===== config.mk =====
export PLATFORM = sky130hd
export DESIGN_NAME = ipv4_receive_filter
export DESIGN_NICKNAME = d
export VERILOG_FILES = /design/src/irf_pkg.sv /design/src/irf_front.sv /design/src/irf_queue.sv /design/src/irf_back.sv /design/src/ipv4_receive_filter.sv
export SDC_FILE = /design/constraint.sdc
export NUM_CORES = 1
export LEC_CHECK = 0
export ABC_CLOCK_PERIOD_IN_PS = 19200
export BUFFER_PORTS_ARGS = -buffer_cell sky130_fd_sc_hd__buf_4
export CORE_MARGIN = 3
export CORE_UTILIZATION = 65
export DETAILED_ROUTE_END_ITERATION = 16
export PLACE_DENSITY_LB_ADDON = 0.08
export SETUP_SLACK_MARGIN = 0.5
export SLEW_MARGIN = 10
export SYNTH_ARGS = -nofsm -noshare
export SYNTH_HDL_FRONTEND = slang
export SYNTH_HIERARCHICAL = 1
export SYNTH_SLANG_ARGS = --single-unit

===== constraint.sdc =====
create_clock -name clk_i -period 19.2 [get_ports clk_i]
set_input_delay 3.84 -clock clk_i [delete_from_list [all_inputs] [get_ports clk_i]]
set_output_delay 3.84 -clock clk_i [all_outputs]
set_load 0.01 [all_outputs]

===== src/irf_pkg.sv =====
// Shared types and constants for the IPv4 receive filter.
package irf_pkg;

  localparam int QUEUE_DEPTH = 2;
  localparam int QPTR_W = (QUEUE_DEPTH > 1) ? $clog2(QUEUE_DEPTH) : 1;
  localparam int QCNT_W = $clog2(QUEUE_DEPTH + 1);

  localparam logic [5:0] MIN_HDR_BYTES = 6'd20;
  localparam logic [3:0] IP_VERSION    = 4'd4;
  localparam logic [3:0] MIN_IHL       = 4'd5;
  localparam logic [15:0] POS_MAX     = 16'hFFFF;
  localparam logic [15:0] CSUM_OK     = 16'hFFFF;

  // Header byte offsets
  localparam logic [15:0] OFS_VER_IHL = 16'd0;
  localparam logic [15:0] OFS_TLEN_HI = 16'd2;
  localparam logic [15:0] OFS_TLEN_LO = 16'd3;
  localparam logic [15:0] OFS_PROTO   = 16'd9;
  localparam logic [15:0] OFS_SRC0    = 16'd12;
  localparam logic [15:0] OFS_SRC3    = 16'd15;
  localparam logic [15:0] OFS_DST0    = 16'd16;
  localparam logic [15:0] OFS_DST3    = 16'd19;

  typedef enum logic {
    KIND_PAYLOAD = 1'b0,
    KIND_DROP    = 1'b1
  } kind_e;

  typedef enum logic [2:0] {
    DROP_SHORT    = 3'd0,
    DROP_VERSION  = 3'd1,
    DROP_LENGTH   = 3'd2,
    DROP_HDR_LEN  = 3'd3,
    DROP_CHECKSUM = 3'd4,
    DROP_NOT_OURS = 3'd5
  } drop_reason_e;

  typedef struct packed {
    logic [7:0]  data_byte;
    logic [15:0] frame_len;
    logic        frame_end;
  } irf_in_t;

  typedef struct packed {
    kind_e        kind;
    logic [7:0]   payload_byte;
    logic [7:0]   protocol;
    logic [31:0]  source_ip;
    logic         payload_last;
    drop_reason_e drop_reason;
  } irf_out_t;

endpackage


===== src/irf_front.sv =====
// Front end: byte intake, header parse and checks, result classification.
module irf_front
  import irf_pkg::*;
(
  input  logic     clk_i,
  input  logic     rst_ni,
  input  logic     cfg_we_i,
  input  logic [31:0] cfg_wdata_i,
  input  logic     in_valid_i,
  output logic     in_stall_o,
  input  irf_in_t  in_data_i,
  input  logic     q_full_i,
  output logic     push_o,
  output irf_out_t push_data_o
);

  logic [31:0]  local_ip_q;
  logic [15:0]  pos_q, pos_d;
  logic [5:0]   hdr_len_q, hdr_len_d;
  logic [15:0]  total_len_q, total_len_d;
  logic [15:0]  csum_q, csum_d;
  logic [7:0]   hi_byte_q, hi_byte_d;
  logic [7:0]   proto_q, proto_d;
  logic [31:0]  src_q, src_d;
  logic [31:0]  dst_q, dst_d;
  logic         drop_q, drop_d;
  drop_reason_e code_q, code_d;

  logic         accept;
  logic         emit;
  irf_out_t     res;
  logic [7:0]   b;
  logic [16:0]  csum_sum;
  logic [15:0]  csum_fold;

  assign in_stall_o = q_full_i;
  assign accept     = in_valid_i & ~q_full_i;
  assign b          = in_data_i.data_byte;

  // End-around-carry add of the current 16-bit word
  assign csum_sum  = {1'b0, csum_q} + {1'b0, hi_byte_q, b};
  assign csum_fold = csum_sum[15:0] + {15'd0, csum_sum[16]};

  always_comb begin
    pos_d       = pos_q;
    hdr_len_d   = hdr_len_q;
    total_len_d = total_len_q;
    csum_d      = csum_q;
    hi_byte_d   = hi_byte_q;
    proto_d     = proto_q;
    src_d       = src_q;
    dst_d       = dst_q;
    drop_d      = drop_q;
    code_d      = code_q;
    emit        = 1'b0;
    res         = '0;

    if (accept) begin
      if (pos_q < {10'd0, hdr_len_q}) begin
        if (pos_q == OFS_VER_IHL) begin
          priority if (in_data_i.frame_len < {10'd0, MIN_HDR_BYTES}) begin
            drop_d = 1'b1;
            code_d = DROP_SHORT;
          end else if (b[7:4] != IP_VERSION) begin
            drop_d = 1'b1;
            code_d = DROP_VERSION;
          end else if (b[3:0] < MIN_IHL) begin
            drop_d = 1'b1;
            code_d = DROP_HDR_LEN;
          end else begin
            hdr_len_d = {b[3:0], 2'b00};
          end
        end else if (pos_q == OFS_TLEN_HI) begin
          total_len_d = {b, 8'd0};
        end else if (pos_q == OFS_TLEN_LO) begin
          total_len_d = {total_len_q[15:8], b};
          if (!drop_d && (total_len_d > in_data_i.frame_len ||
                          total_len_d < {10'd0, hdr_len_q})) begin
            drop_d = 1'b1;
            code_d = DROP_LENGTH;
          end
        end else if (pos_q == OFS_PROTO) begin
          proto_d = b;
        end else if (pos_q >= OFS_SRC0 && pos_q <= OFS_SRC3) begin
          src_d = {src_q[23:0], b};
        end else if (pos_q >= OFS_DST0 && pos_q <= OFS_DST3) begin
          dst_d = {dst_q[23:0], b};
        end

        if (!pos_q[0]) begin
          hi_byte_d = b;
        end else begin
          csum_d = csum_fold;
        end

        // Last header byte: checksum, then destination
        if (pos_q == {10'd0, hdr_len_d - 6'd1} && !drop_d) begin
          if (csum_d != CSUM_OK) begin
            drop_d = 1'b1;
            code_d = DROP_CHECKSUM;
          end else if (dst_d != local_ip_q) begin
            drop_d = 1'b1;
            code_d = DROP_NOT_OURS;
          end
        end
      end else if (!drop_q && pos_q < total_len_q) begin
        emit             = 1'b1;
        res.kind         = KIND_PAYLOAD;
        res.payload_byte = b;
        res.protocol     = proto_q;
        res.source_ip    = src_q;
        res.payload_last = (pos_q == total_len_q - 16'd1);
        res.drop_reason  = DROP_SHORT;
      end

      if (in_data_i.frame_end) begin
        // Frame ended before the header was complete
        if (!drop_d && ({1'b0, pos_q} + 17'd1) < {11'd0, hdr_len_d}) begin
          drop_d = 1'b1;
          code_d = DROP_SHORT;
        end
        if (drop_d && !emit) begin
          emit            = 1'b1;
          res             = '0;
          res.kind        = KIND_DROP;
          res.drop_reason = code_d;
        end
        pos_d       = '0;
        hdr_len_d   = MIN_HDR_BYTES;
        total_len_d = '0;
        csum_d      = '0;
        hi_byte_d   = '0;
        proto_d     = '0;
        src_d       = '0;
        dst_d       = '0;
        drop_d      = 1'b0;
        code_d      = DROP_SHORT;
      end else if (pos_q != POS_MAX) begin
        pos_d = pos_q + 16'd1;
      end
    end
  end

  assign push_o      = emit;
  assign push_data_o = res;

  always_ff @(posedge clk_i or negedge rst_ni) begin
    if (!rst_ni) begin
      local_ip_q  <= '0;
      pos_q       <= '0;
      hdr_len_q   <= MIN_HDR_BYTES;
      total_len_q <= '0;
      csum_q      <= '0;
      hi_byte_q   <= '0;
      proto_q     <= '0;
      src_q       <= '0;
      dst_q       <= '0;
      drop_q      <= 1'b0;
      code_q      <= DROP_SHORT;
    end else begin
      if (cfg_we_i) begin
        local_ip_q <= cfg_wdata_i;
      end
      pos_q       <= pos_d;
      hdr_len_q   <= hdr_len_d;
      total_len_q <= total_len_d;
      csum_q      <= csum_d;
      hi_byte_q   <= hi_byte_d;
      proto_q     <= proto_d;
      src_q       <= src_d;
      dst_q       <= dst_d;
      drop_q      <= drop_d;
      code_q      <= code_d;
    end
  end

endmodule


===== src/irf_queue.sv =====
// Short result queue between the front end and the output stage.
module irf_queue
  import irf_pkg::*;
(
  input  logic     clk_i,
  input  logic     rst_ni,
  input  logic     push_i,
  input  irf_out_t push_data_i,
  input  logic     pop_i,
  output logic     valid_o,
  output irf_out_t data_o,
  output logic     full_o
);

  irf_out_t            mem_q [QUEUE_DEPTH];
  logic [QPTR_W-1:0]   wr_ptr_q, rd_ptr_q;
  logic [QCNT_W-1:0]   count_q, count_d;

  function automatic logic [QPTR_W-1:0] ptr_next(input logic [QPTR_W-1:0] ptr);
    ptr_next = (ptr == QPTR_W'(QUEUE_DEPTH - 1)) ? '0 : ptr + QPTR_W'(1);
  endfunction

  assign valid_o = (count_q != '0);
  assign full_o  = (count_q == QCNT_W'(QUEUE_DEPTH));
  assign data_o  = mem_q[rd_ptr_q];

  always_comb begin
    count_d = count_q;
    unique case ({push_i, pop_i})
      2'b10:   count_d = count_q + QCNT_W'(1);
      2'b01:   count_d = count_q - QCNT_W'(1);
      default: count_d = count_q;
    endcase
  end

  always_ff @(posedge clk_i) begin
    if (push_i) begin
      mem_q[wr_ptr_q] <= push_data_i;
    end
  end

  always_ff @(posedge clk_i or negedge rst_ni) begin
    if (!rst_ni) begin
      wr_ptr_q <= '0;
      rd_ptr_q <= '0;
      count_q  <= '0;
    end else begin
      if (push_i) begin
        wr_ptr_q <= ptr_next(wr_ptr_q);
      end
      if (pop_i) begin
        rd_ptr_q <= ptr_next(rd_ptr_q);
      end
      count_q <= count_d;
    end
  end

endmodule


===== src/irf_back.sv =====
// Back end: output register that drains the queue toward the consumer.
module irf_back
  import irf_pkg::*;
(
  input  logic     clk_i,
  input  logic     rst_ni,
  input  logic     q_valid_i,
  input  irf_out_t q_data_i,
  output logic     pop_o,
  output logic     out_valid_o,
  input  logic     out_stall_i,
  output irf_out_t out_data_o
);

  logic     valid_q, valid_d;
  irf_out_t data_q;
  logic     load;

  // Register is free when empty or its transaction completes this cycle
  assign load    = ~valid_q | ~out_stall_i;
  assign pop_o   = load & q_valid_i;
  assign valid_d = load ? q_valid_i : valid_q;

  always_ff @(posedge clk_i or negedge rst_ni) begin
    if (!rst_ni) begin
      valid_q <= 1'b0;
    end else begin
      valid_q <= valid_d;
    end
  end

  always_ff @(posedge clk_i) begin
    if (pop_o) begin
      data_q <= q_data_i;
    end
  end

  assign out_valid_o = valid_q;
  assign out_data_o  = data_q;

endmodule


===== src/ipv4_receive_filter.sv =====
// A byte's result passes through the result queue and the output register to out_valid_o.
// One byte per unstalled cycle; the header checksum add with carry fold is the per-byte path.
// A two-entry result queue and an output register let input and output stall independently.
// Reset (rst_ni low, asynchronous) clears frame state, queue and output valid; local_ip is 0.
// Frame state also returns to its reset values after each frame's last byte.
module ipv4_receive_filter
  import irf_pkg::*;
(
  input  logic        clk_i,
  input  logic        rst_ni,
  input  logic        cfg_we_i,
  input  logic [31:0] cfg_wdata_i,
  input  logic        in_valid_i,
  output logic        in_stall_o,
  input  irf_in_t     in_data_i,
  output logic        out_valid_o,
  input  logic        out_stall_i,
  output irf_out_t    out_data_o
);

  logic     push;
  irf_out_t push_data;
  logic     q_full;
  logic     q_valid;
  irf_out_t q_data;
  logic     pop;

  irf_front u_front (
    .clk_i       (clk_i),
    .rst_ni      (rst_ni),
    .cfg_we_i    (cfg_we_i),
    .cfg_wdata_i (cfg_wdata_i),
    .in_valid_i  (in_valid_i),
    .in_stall_o  (in_stall_o),
    .in_data_i   (in_data_i),
    .q_full_i    (q_full),
    .push_o      (push),
    .push_data_o (push_data)
  );

  irf_queue u_queue (
    .clk_i       (clk_i),
    .rst_ni      (rst_ni),
    .push_i      (push),
    .push_data_i (push_data),
    .pop_i       (pop),
    .valid_o     (q_valid),
    .data_o      (q_data),
    .full_o      (q_full)
  );

  irf_back u_back (
    .clk_i       (clk_i),
    .rst_ni      (rst_ni),
    .q_valid_i   (q_valid),
    .q_data_i    (q_data),
    .pop_o       (pop),
    .out_valid_o (out_valid_o),
    .out_stall_i (out_stall_i),
    .out_data_o  (out_data_o)
  );

`ifndef SYNTHESIS
  a_no_push_when_full: assert property (@(posedge clk_i) disable iff (!rst_ni)
    push |-> !q_full)
    else $error("result pushed into a full queue");

  a_no_pop_when_empty: assert property (@(posedge clk_i) disable iff (!rst_ni)
    pop |-> q_valid)
    else $error("queue popped while empty");

  a_drop_fields_clear: assert property (@(posedge clk_i) disable iff (!rst_ni)
    (out_valid_o && out_data_o.kind == KIND_DROP) |->
      (out_data_o.payload_byte == 8'd0 && out_data_o.source_ip == 32'd0 &&
       out_data_o.protocol == 8'd0 && !out_data_o.payload_last))
    else $error("drop notice carries payload fields");

  a_payload_reason_zero: assert property (@(posedge clk_i) disable iff (!rst_ni)
    (out_valid_o && out_data_o.kind == KIND_PAYLOAD) |->
      out_data_o.drop_reason == DROP_SHORT)
    else $error("payload transaction carries a drop reason");
`endif

endmodule


* Word-level counts from Yosys, hierarchy flattened
Memory sizes are Yosys's and may differ from the RTL's. A register that Yosys moved wholly into a read port is not among the register bits. Cells that the tools add are included. W data, S select, Z words.
Word-level totals: flip-flop bits (word level) 175, RAM bits 106, output and inout port bits 55, memories 1
Memories:
- u_queue.mem_q | depth 2, bits a word 53, read ports 1, clocked after Yosys merged registers in 1, write ports 1, RTL line irf_queue.sv:15 | irf_out_t mem_q [QUEUE_DEPTH];
Cells by class: add/sub/neg operators 10, $lt $le $gt $ge 11, equality and inequality tests 17, muxes and demuxes 94, bitwise logic cells 6, reductions and logical operators 28
Operators by type and width (count):
- $mux W32 | 17
- $mux W53 | 4
- $mux W16 | 11
- $mux W8 | 10
- $mux W6 | 9
- $mux W52 | 1
- $mux W3 | 13
- $eq A16 B2 Y1 const B | 2
- $lt A16 B6 Y1 | 2
- $ne A16 B16 Y1 const B | 2
- $ne A32 B32 Y1 | 1
- $mux W1 | 28
- $add A16 B1 Y17 const B | 1
- $add A16 B16 Y17 | 1
- $lt A17 B6 Y1 | 1
- $add A16 B1 Y16 | 1
- $add A16 B1 Y16 const B | 1
- $eq A16 B16 Y1 | 1
- $eq A16 B4 Y1 const B | 1
- $eq A16 B6 Y1 | 1
- $ge A16 B4 Y1 const B | 1
- $ge A16 B5 Y1 const B | 1
- $gt A16 B16 Y1 | 1
- $le A16 B4 Y1 const B | 1
- other kinds (28) | 54

* Longest topological paths before layout
depth after elaboration 27, mapped depth 26, gate-level depth less buffers 26

* By module
The synthesis kept the hierarchy.
By module, submodules not included:
- irf_front | instances 1, cells each 1358, area an instance 11846.4 um2, seq. area each 4256.6 um2
- irf_queue | instances 1, cells each 181, area an instance 4261.6 um2, seq. area each 3283.1 um2
- irf_back | instances 1, cells each 56, area an instance 1635.3 um2, seq. area each 1616.6 um2

* Worst setup path after synthesis
No wires, ideal clock.
kind input to register, from in in_data_i[17] (netlist name), to mem u_queue/mem_q[0][0] (netlist name), enable pin, data arrival time 9.840 ns, required time 18.736 ns, setup slack 8.896 ns, cell stages on the path 23, path buffers 0, path through ha_1 -> fa_1 -> a21oi_1 -> o211a_1 -> o221ai_1 -> a21o_1 -> a21oi_1 -> nor2b_1 -> o21ai_0 -> nand2b_1 -> ha_1 -> ha_1 -> nand4_1 -> a211oi_4 -> nor3b_2 -> a211oi_1 -> or4_4 -> a211oi_2 -> a21oi_2 -> o21ai_1 -> a21oi_1 -> inv_1 -> nor2_1
Between the ends: cells in the longest elaborated chain, start to end 25
RTL lines:
- from (decl) | RTL line ipv4_receive_filter.sv:15 | input irf_in_t in_data_i,
- branches (longest 16 deep; another with $add A16 B16 Y17)
- $mux W1 (*) | RTL line irf_front.sv:118 | if (!drop_d && ({1'b0, pos_q} + 17'd1) < {11'd0, hdr_len_d}) begin
- $mux W1 (*) | RTL line irf_front.sv:116 | if (in_data_i.frame_end) begin
- $mux W1 (*) | RTL line irf_front.sv:58 | if (accept) begin
- $logic_and A1 B1 Y1 (*) | RTL line irf_front.sv:122 | if (drop_d && !emit) begin
- $mux W1 (*) | RTL line irf_front.sv:122
- $mux W1 (*) | RTL line irf_front.sv:116
- $mux W1 (*) | RTL line irf_front.sv:58
- via push | RTL line ipv4_receive_filter.sv:21 | logic push;
- $mux W1 (*) | RTL line irf_queue.sv:37 | if (push_i) begin
- $mux W1 (not written as such) (*) | RTL line irf_queue.sv:38 | mem_q[wr_ptr_q] <= push_data_i;
- to (decl) | RTL line irf_queue.sv:15
Mark *: on every way through the listed nets, which the timed path passes. The select of a mux whose other input is x is not followed.

* Worst setup path after layout
from in in_data_i[17] (netlist name), to mem u_queue/mem_q[0][41] (netlist name), enable pin
Same word-level chain as after synthesis.

==> out/results.ini <==
[power]
combPwrFrac=0.349
swShare=0.348
power_density_nw_per_um2=132
p_seq_frac=0.393
internal_power_uw=1710
p_leak_uw=0.00849
ir_drop_mv=0.107
p_sw_uw=914
p_clk_frac=0.258

[clocking]
numCtsBuffers=35
clkTransAtPathRegs_ns=0.06
clk_path_buf_depth=3
cts_tree=yes
ctsHoldBuffers=0
cts_root_buf=clkbuf_16
clkLatencyLatePin_ns=0.52
cts_setup_buffers=0
cts_resized=0
htree_levels=2
cts.sinks=334

[yosys]
synth.yosys.warnings=6
async_reset_ff_frac=0.524
synthTopCellsByArea=edfxtp_1 27%, dfrtp_1 24%, ha_1 5.1%
postSynthAreaPerCell_um2=11.1
synth-edff-count=159
synthDistinctLibCells=84
synth_top_area_frac=0.269
yosysTopAreaCell=edfxtp_1
ys_seq_area_frac=0.516
ys.flop_type=dfrtp_1
synthCells=1595
ys_ff_latch=334
synth.net_count=1730
synthesis.area_um2=17700

[floorplan]
rows=59
die_h_um=171
ios=117
die-area_um2=29300
start_util=0.671
die_w_um=171
core-area_um2=26400

[placement]
io_buffers=116
dpl.hpwl_um=30200
gp_congestion=0.908
pre_cts_ws_ns=9.55

[global_routing]
grt_max_degree=110
gr-total-overflow=0
track_usage=0.302
met2_usage=0.474
antenna_found_initial=0
grt_pass1_vias=12590
use_met3=0.0460
grt_pass1_wl_um=69700
grt_busiest_layer=met2
gr-usage-met1=0.447

[layout]
nets=1821
diodes=0
layout-drive-gt1-share=0.170
area_delta_synth_final_pct=12.4

[drt]
drtIter0Drc=1628
vias=13195
finalWirelength_um=44100
post_drt_wl_per_cell_um=21.6
drc=0
first_pass_iters=6
via_per_inst=6.44
ant_nets=0

[setup_path]
cp_top_family=compound AO/OA/AOI/OAI gates
r2r_slack_ns=12.37
required_ns=19.35
startpoint_type=input port
crit_fanout=53
rr_startpoint=u_front/pos_q[0]
endpoint_kind=flip-flop
crit_arrival_ns=9.36
critical_path_class=input port to flip-flop
critPathBufInv=3
r2r_end=u_queue/mem_q[0][41]
slowest_stage=buf_4
max_stage_delay_ns=0.58
worstRegToRegCells=22

[timing]
post-route-period-util=0.480
slew_headroom=0.209
drv_slew=0
setup_viol=0
rsz0062_at_grt=no
tns_ns=0
finalHoldViolCount=0
period_minus_slack_ns=9.21
worst_clock_skew_ns=0.0213
fmaxAchievable_mhz=109
worstMarginPinSlew_ns=1.18
layout_setup_ws_ns=9.99

[min_path]
min_to=u_front/src_q[24]
hp-start=u_front/src_q[24]
worstHoldPathCells=2
min_path_type=flip-flop to flip-flop

[status]
status=completed

[job]
max_cap_viol_count=0

==> worst max path at each step <==
stage,to,start,depth (start not counted),slack [ns]
after detailed placement,u_queue/mem_q[0][33],in_data_i[17],25,9.55
after global placement,u_queue/mem_q[0][33],in_data_i[17],25,9.64
after floorplan,u_queue/mem_q[0][0],in_data_i[17],23,8.90
final,u_queue/mem_q[0][41],in_data_i[17],25,9.99
after CTS,u_queue/mem_q[0][0],in_data_i[17],25,10.07
after global routing,u_queue/mem_q[0][17],in_data_i[17],25,9.66
==> power groups by stage <==
stage / sequential (uW) / clock, uW / combinational, uW
2_1_floorplan: 1030 / 0 / 654
3_3_place_gp: 1040 / 0 / 885
3_5_place_dp: 1040 / 0 / 901
4_1_cts: 1030 / 688 / 907
5_1_grt: 1050 / 719 / 1000
6_report: 1030 / 677 / 915
==> placed cells by master (no fill, tap or decap), types with 6 or more instances in the layout <==
cell type | Yosys | final
buf_4 | 3 | 132
o22ai_1 | 16 | 16
dfrtp_1 | 173 | 172
o21ai_0 | 106 | 105
or4_1 | 7 | 7
a22o_1 | 41 | 41
nand2_1 | 165 | 165
clkbuf_16 | 0 | 36
a31oi_1 | 14 | 14
mux2_2 | 26 | 26
nand4_1 | 19 | 19
or3_1 | 6 | 6
nand3_1 | 37 | 37
o2bb2ai_1 | 8 | 8
o2111ai_1 | 6 | 6
nor2b_1 | 10 | 10
edfxtp_1 | 159 | 159
and4_1 | 7 | 7
and3_1 | 17 | 17
o21ai_1 | 9 | 9
nor4_1 | 26 | 26
nand2b_1 | 8 | 8
inv_1 | 76 | 76
a211oi_1 | 8 | 8
clkbuf_1 | 60 | 10
o31ai_1 | 15 | 15
xor2_1 | 34 | 34
mux2_4 | 49 | 49
mux2i_1 | 18 | 18
xnor2_1 | 61 | 61
and2_1 | 45 | 44
nor3_1 | 33 | 33
a21o_1 | 18 | 18
a21oi_1 | 60 | 59
nor2_1 | 66 | 63
ha_1 | 72 | 72
o211ai_1 | 9 | 9
==> logic make-up (layout without fill, tap and decap cells) <==
logic type               count (synthesis)  in the layout  share of synthesized area
XOR/XNOR                                96             96                     0.0482
buffers and inverters                  156            274                     0.0402
flip-flops                             334            334                      0.516
multiplexers                            93             93                     0.0681
AND/OR/NAND/NOR                        464            464                      0.131
adder cells (fa/ha/maj)                 73             73                     0.0519
AO/OA/AOI/OAI                          379            379                      0.145
==> sequential cells by signal, indices dropped and copies added, names as in the netlist, 2 cells and up <==
register             cells
u_queue/count_q          2
u_front/local_ip_q      32
u_front/proto_q          8
u_front/total_len_q     16
u_front/hdr_len_q        6
u_front/pos_q           16
u_back/out_data_o       53
u_front/code_q           3
u_front/dst_q           32
u_front/csum_q          16
u_front/src_q           32
u_queue/mem_q          106
u_front/hi_byte_q        8
==> per-layer routing <==
layer	wire, um	up-vias
li1	-	6054
met1	19100	6372
met2	20400	675
met3	3570	94
met4	1080	0
met5	0	-
==> Yosys cell counts, types with 15 or more instances <==
library cell    n
nor3_1         33
and3_1         17
xor2_1         34
a21o_1         18
mux2i_1        18
o31ai_1        15
a21oi_1        60
nand3_1        37
ha_1           72
dfrtp_1       173
inv_1          76
edfxtp_1      159
and2_1         45
nand4_1        19
mux2_2         26
clkbuf_1       60
xnor2_1        61
o21ai_0       106
a22o_1         41
mux2_4         49
nand2_1       165
o22ai_1        16
nor2_1         66
nor4_1         26
==> cell type report <==
cell class	count	area, um2
Tap cell	335	419
Fill cell	1786	6490
Sequential cell	334	9160
Clock buffer	50	993
Timing Repair Buffer	133	1000
Multi-Input combinational cell	1105	7910
Clock inverter	14	169
Inverter	77	289
==> worst reg2reg max path, stage by stage (launching register included) <==
cell and delay (ns):
dfrtp_1 0.36, buf_4 0.26, clkinv_1 0.48, ha_1 0.40, or3b_2 0.48, nor4_2 0.43, nand3_1 0.26, nor3_1 0.77
nor2_1 0.07, a21oi_1 0.28, ha_1 0.31, a21o_1 0.19, a21oi_1 0.15, nor2b_1 0.06, o21ai_0 0.17, o2111ai_1 0.14
nor2_1 0.17, a21o_1 0.22, o21ai_1 0.07, a21oi_1 0.28, inv_1 0.15, nor2_4 0.12, buf_4 0.58
==> through the flow <==
step	util	area [um2]	cells	hold WS, ns	power [uW]
2_1_floorplan	-	17700	1595	0.442	1680
3_3_place_gp	0.711	18800	1984	0.455	1920
3_5_place_dp	0.711	18800	1984	0.468	1940
4_1_cts	0.755	19900	2048	0.485	2620
5_1_grt	0.755	19900	2048	0.513	2770
6_report	0.755	19900	2048	0.481	2620
(Power assumes the default switching activity.)
